File: config.mk
export PLATFORM = sky130hd
export DESIGN_NAME = binary_to_decimal_ascii
export DESIGN_NICKNAME = d
export VERILOG_FILES = /design/src/sv/b2da_pkg.sv /design/src/sv/binary_to_decimal_ascii.sv
export SDC_FILE = /design/constraint.sdc
export NUM_CORES = 1
export LEC_CHECK = 0
export ABC_CLOCK_PERIOD_IN_PS = 5100
export BUFFER_PORTS_ARGS = -buffer_cell sky130_fd_sc_hd__buf_2
export CAP_MARGIN = 20
export CORE_MARGIN = 5
export CORE_UTILIZATION = 45
export CTS_CLUSTER_DIAMETER = 200
export DETAILED_ROUTE_END_ITERATION = 12
export GPL_ROUTABILITY_DRIVEN = 0
export GPL_TIMING_DRIVEN = 0
export SLEW_MARGIN = 20
export SYNTH_ARGS = -nofsm -noshare
export SYNTH_HDL_FRONTEND = slang
export SYNTH_SLANG_ARGS = --single-unit
File: constraint.sdc
create_clock -name clk -period 5.1 [get_ports clk]
set_input_delay 1.02 -clock clk [delete_from_list [all_inputs] [get_ports clk]]
set_output_delay 1.02 -clock clk [all_outputs]
set_load 0.01 [all_outputs]
File: src/sv/b2da_pkg.sv
// Package for the binary to decimal ASCII converter.
// Holds digit constants, the pipeline word type and the shift-and-add-3 step.
// No dependencies.
package b2da_pkg;

  localparam int BinWidth    = 32;
  localparam int NumDigits   = 10;
  localparam int BcdWidth    = 4 * NumDigits;
  localparam int BitsPerStep = 4;
  localparam int NumConv     = BinWidth / BitsPerStep;

  // ASCII '0' is 6'b11_0000, so a digit is placed under these two bits
  localparam logic [1:0] AsciiZeroHi = 2'b11;

  typedef struct packed {
    logic [BcdWidth-1:0] bcd;
    logic [BinWidth-1:0] bin;
  } conv_t;

  // Four shift-and-add-3 steps; bin shifts out its top bit into bcd
  function automatic conv_t dabble4(input conv_t w);
    conv_t t;
    t = w;
    for (int s = 0; s < BitsPerStep; s++) begin
      for (int d = 0; d < NumDigits; d++) begin
        if (t.bcd[4*d +: 4] >= 4'd5) begin
          t.bcd[4*d +: 4] = t.bcd[4*d +: 4] + 4'd3;
        end
      end
      t.bcd = {t.bcd[BcdWidth-2:0], t.bin[BinWidth-1]};
      t.bin = {t.bin[BinWidth-2:0], 1'b0};
    end
    return t;
  endfunction

  // Index of the most significant non-zero digit, zero for a zero value
  function automatic logic [3:0] top_digit(input logic [BcdWidth-1:0] bcd);
    logic [3:0] top;
    top = '0;
    for (int d = 1; d < NumDigits; d++) begin
      if (bcd[4*d +: 4] != 4'd0) begin
        top = 4'(d);
      end
    end
    return top;
  endfunction

endpackage

File: src/sv/binary_to_decimal_ascii.sv
// Binary to decimal ASCII converter, top level.
// Eight double-dabble stages, a digit count stage and a digit serialiser.
// Depends on b2da_pkg.
//
// Usage: present a 32-bit unsigned value on in_value with in_valid; the item
// is taken on a clock edge where in_valid is high and in_stall is low. For
// each value the block sends its decimal text on the out_ channel, one ASCII
// digit per item, most significant first, no leading zeros; a zero value
// gives the single digit '0'. out_last marks the least significant digit.
// Path: a value passes the 8 conversion stages, the count stage and the
// serialiser register before its first digit is shown. Throughput: the
// serialiser sends the n digits (1 to 10) of a value one digit per cycle
// while out_stall is low and takes the next value with the final digit;
// the pipeline behind it accepts a new value every cycle until it fills.
// When the receiver stalls, the current digit holds, the stages behind
// fill up and in_stall rises once all are full; nothing is lost or
// repeated. Reset (rst_n low, synchronous) empties every stage; there is
// no other state.
module binary_to_decimal_ascii (
  input  logic                         clk,
  input  logic                         rst_n,
  input  logic                         in_valid,
  output logic                         in_stall,
  input  logic [b2da_pkg::BinWidth-1:0] in_value,
  output logic                         out_valid,
  input  logic                         out_stall,
  output logic [5:0]                   out_digit_char,
  output logic                         out_last
);
  import b2da_pkg::*;

  logic                vld_r  [NumConv];
  conv_t               conv_r [NumConv];
  logic                rdy    [NumConv+1];

  logic                cnt_vld_r;
  logic [BcdWidth-1:0] cnt_bcd_r;
  logic [3:0]          cnt_top_r;

  logic                ser_vld_r;
  logic [BcdWidth-1:0] ser_bcd_r;
  logic [3:0]          ser_idx_r;
  logic [3:0]          ser_idx_nxt;
  logic                ser_fire;
  logic                ser_rdy;

  conv_t               conv0_in;

  assign conv0_in = '{bcd: '0, bin: in_value};

  // Serialiser frees up on its final digit
  assign ser_fire = ser_vld_r && !out_stall;
  assign ser_rdy  = !ser_vld_r || (ser_fire && ser_idx_r == 4'd0);

  assign rdy[NumConv] = !cnt_vld_r || ser_rdy;
  assign in_stall     = !rdy[0];

  genvar g;
  generate
    for (g = 0; g < NumConv; g++) begin : g_conv
      assign rdy[g] = !vld_r[g] || rdy[g+1];

      if (g == 0) begin : g_first
        always_ff @(posedge clk) begin
          if (!rst_n) begin
            vld_r[g] <= 1'b0;
          end else if (rdy[g]) begin
            vld_r[g] <= in_valid;
          end
        end
        always_ff @(posedge clk) begin
          if (rdy[g]) begin
            conv_r[g] <= dabble4(conv0_in);
          end
        end
      end else begin : g_rest
        always_ff @(posedge clk) begin
          if (!rst_n) begin
            vld_r[g] <= 1'b0;
          end else if (rdy[g]) begin
            vld_r[g] <= vld_r[g-1];
          end
        end
        always_ff @(posedge clk) begin
          if (rdy[g]) begin
            conv_r[g] <= dabble4(conv_r[g-1]);
          end
        end
      end
    end
  endgenerate

  // Count stage: find the leading digit
  always_ff @(posedge clk) begin
    if (!rst_n) begin
      cnt_vld_r <= 1'b0;
    end else if (rdy[NumConv]) begin
      cnt_vld_r <= vld_r[NumConv-1];
    end
  end

  always_ff @(posedge clk) begin
    if (rdy[NumConv]) begin
      cnt_bcd_r <= conv_r[NumConv-1].bcd;
      cnt_top_r <= top_digit(conv_r[NumConv-1].bcd);
    end
  end

  // Serialiser: load on a free slot, else count down on each sent digit
  always_comb begin
    ser_idx_nxt = ser_idx_r;
    if (ser_rdy) begin
      ser_idx_nxt = cnt_top_r;
    end else if (ser_fire) begin
      ser_idx_nxt = ser_idx_r - 4'd1;
    end
  end

  always_ff @(posedge clk) begin
    if (!rst_n) begin
      ser_vld_r <= 1'b0;
    end else if (ser_rdy) begin
      ser_vld_r <= cnt_vld_r;
    end
  end

  always_ff @(posedge clk) begin
    ser_idx_r <= ser_idx_nxt;
    if (ser_rdy) begin
      ser_bcd_r <= cnt_bcd_r;
    end
  end

  assign out_valid      = ser_vld_r;
  assign out_digit_char = {AsciiZeroHi, ser_bcd_r[{ser_idx_r, 2'b00} +: 4]};
  assign out_last       = (ser_idx_r == 4'd0);

  // Empty first stage must never push back on the sender
  a_in_stall_empty: assert property (@(posedge clk) disable iff (!rst_n)
    !vld_r[0] |-> !in_stall)
    else $error("input stalled with an empty first stage");

  // A shown digit is a decimal digit
  a_digit_range: assert property (@(posedge clk) disable iff (!rst_n)
    out_valid |-> (out_digit_char >= 6'd48 && out_digit_char <= 6'd57))
    else $error("digit out of range");

  // Serialiser index stays within the digit count
  a_idx_range: assert property (@(posedge clk) disable iff (!rst_n)
    ser_vld_r |-> ser_idx_r < 4'(NumDigits))
    else $error("serialiser index out of range");

  // A run of more than one digit never starts with a zero
  a_no_lead_zero: assert property (@(posedge clk) disable iff (!rst_n)
    (ser_rdy && cnt_vld_r && cnt_top_r != 4'd0) |=> out_digit_char != 6'd48)
    else $error("leading zero shown");

endmodule
==> run metrics <==
status=complete, no violations; Worst-Margin Slew=around 0.78 ns; register area=roughly 12000 µm²; number of nets with antenna violations after routing=0; top cells by area, synth=edfxtp_1, ha_1, a21oi_1, o21ai_0, xnor2_1; Setup Skew=slightly below 0.03 ns; Yosys warnings=0; DRC Markers=0; Clock Path Buffers=3; worst setup margin=roughly 0.39 ns; Detailed Route Iter0 Violations=approximately 1700; upper clock frequency limit=roughly 0.21 GHz; Final Slew Violations=0; FF-to-FF setup slack=about 0.55 ns; Avg Cell Area, Syn=9.447 µm²; number of setup violations in the final report=0; clock root cell=clkbuf_16; critical path fanouts, max=10; Worst Hold Class=reg -> reg; Starting Density=approximately 45%; Crit. End Element=output port; drt pass-1 iters=5; hold buffers post-CTS=0; DR WL/cell=14.20 µm; CTS tree=built; Placed Instance Area=about 31000 µm²; largest net degree at the start of global routing=approximately 50; period utilization=92.39%; CTS buffer count=between 40 and 50; sequential element share of the synthesized area=between 30% and 40%; ys flop type=edfxtp_1; type of origin of the critical path=flip-flop; Core Rows=between 90 and 100; commonest non-fill, non-tap cell in the layout=edfxtp_1; critical path arrival=about 3.7 ns; final hold vios=0; htree depth=2; Req. time, crit path=around 4 ns; hpwl dp=between 40000 and 50000 µm; die width=266.5 µm; Post-synth EDFFs=just under 400; CP Class=reg -> out; final net count=3415; Mapped Cells=around 3100; vias in the first global route=between 20000 and 25000; WHS Endpoint=ser_bcd_r[3]; RSZ-0062 raised after global routing=false; Hold WS=0.4093 ns; initial antenna violation count=0; number of diodes=0; worst hold stages=0; post-layout min period=around 4.7 ns; Core Area=65510 µm²; die footprint=just over 70000 µm²; GRT Overall Usage=16.06%; hold path startpoint=cnt_bcd_r[3]; fin util=49.91%; MaxCap Viol Count=0; IO Port Bufs=42; clk sinks=395; via/cell ratio=about 5.8; post-synth top area share=39.77%; RR Startpoint=conv_r[0][232]; routed wire length=58780 µm; global-route wire length before repair=just over 100000 µm; r2r worst-path depth=14; IO Pins=45; final instance area=about 33000 µm²; via count of the routed design=~24000; Setup WS pre-CTS=-0.7949 ns; post-synth top area cell=edfxtp_1; CTS clock-pin slew for the worst setup and hold paths=0.06 ns; share of flip-flops with an asynchronous set or reset=0%; Slew headroom=47.60%; FF+latch count, synth=about 400; synth unique cells=116; Congestion Overflow GR=0; Clk Latency, worst-skew pair=approximately 0.59 ns; commonest cells after routing, fill and taps aside=edfxtp_1, a21oi_1, o21ai_0; share of layout cells above drive strength 1=roughly 10%; area delta synth->final=10.47%; area of the multi-input gates=approximately 17000 µm²; Mapped Area=approximately 30000 µm²; # fillers=5912; worst reg2reg path endpoint=conv_r[1][34]; Die Ht=approximately 270 µm
cell families (layout without fill, tap and decap cells):
kind of cell	Yosys count	count (layout)	share of synthesized area, %
buf+inv	282	422	3.665
other cells	1	2	0.01267
flops	395	395	39.98
fa+ha+maj	150	150	6.286
simple gates	835	836	13.75
mux	169	169	6.375
compound gates	1145	1145	25.07
xor+xnor	156	156	4.858
worst max-delay path by stage:
stage            startpoint        to  slack (ns)
2_1_floorplan  ser_idx_r[0]  in_stall        0.13
3_3_place_gp   ser_idx_r[0]  in_stall       -1.26
3_5_place_dp   ser_idx_r[0]  in_stall       -0.79
4_1_cts        ser_idx_r[0]  in_stall        0.08
5_1_grt        ser_idx_r[1]  in_stall        0.08
6_report       ser_idx_r[0]  in_stall        0.39
registers in the layout (all words and copies together), names as in the netlist:
register and count:
cnt_bcd_r 40, cnt_top_r 4, cnt_vld_r 1, conv_r 297, out_valid 1, ser_bcd_r 40, ser_idx_r 4, vld_r 8
what timing repair did:
action,in CTS,in global routing
resized for setup,4,0
buffers inserted,1,6
cloned,1,0
endpoints found under the setup margin,35,1
pin swaps,1,0
critical path, stage by stage (launching register included):
cell and delay, ns:
edfxtp_1 0.32, buf_4 0.15, buf_4 0.22, inv_1 0.07, ha_1 0.22, nand2_1 0.10, o21a_1 0.31, and3_1 0.29
and2_1 0.33, inv_2 0.18, nor2_1 0.25, and2_2 0.39, nand3_4 0.11, inv_1 0.07, buf_2 0.12
layout make-up:
| type | count | share of cell area (%) |
|---|---|---|
| Timing Repair Buffer | 55 | 1.171 |
| Inverter | 198 | 2.281 |
| Tap cell | 864 | 3.306 |
| Clock buffer | 55 | 3.689 |
| Multi-Input combinational cell | 2458 | 51.18 |
| Clock inverter | 33 | 1.167 |
| Sequential cell | 395 | 36.19 |
| Buffer | 81 | 1.018 |
synthesized netlist by cell type, types with 43 or more instances:
library cell  number
mux2i_1           96
inv_1            188
nand2b_1          65
nor3_1            56
o21ai_0          273
nand2_1          218
a21oi_1          293
o22ai_1           43
nor3b_1           46
clkbuf_1          70
a31oi_1           76
xnor2_1          119
mux2_2            62
ha_1             143
nor2_1           242
nand3_1           47
edfxtp_1         392
per-stage QoR:
step / std cells / setup TNS, ns
2_1_floorplan: 3134 / 0
3_3_place_gp: 4040 / -86.42
3_5_place_dp: 4046 / -2.237
4_1_cts: 4134 / 0
5_1_grt: 4139 / 0
6_report: 4139 / 0
metal layers:
metal | vias up | global-route usage [%] | wire (µm) | part of all wire, %
li1 | 12071 | - | - | -
met1 | 11251 | 19.89 | 25610 | 44
met2 | 398 | 29.44 | 29800 | 51
met3 | 101 | 2.056 | 2081 | 3.5
met4 | 0 | 4.508 | 1296 | 2.2
met5 | - | 0 | 0 | 0
Power is left out: the tool's default activity adds up to more than one toggle a clock period on the data nets, which glitch-free logic cannot reach.
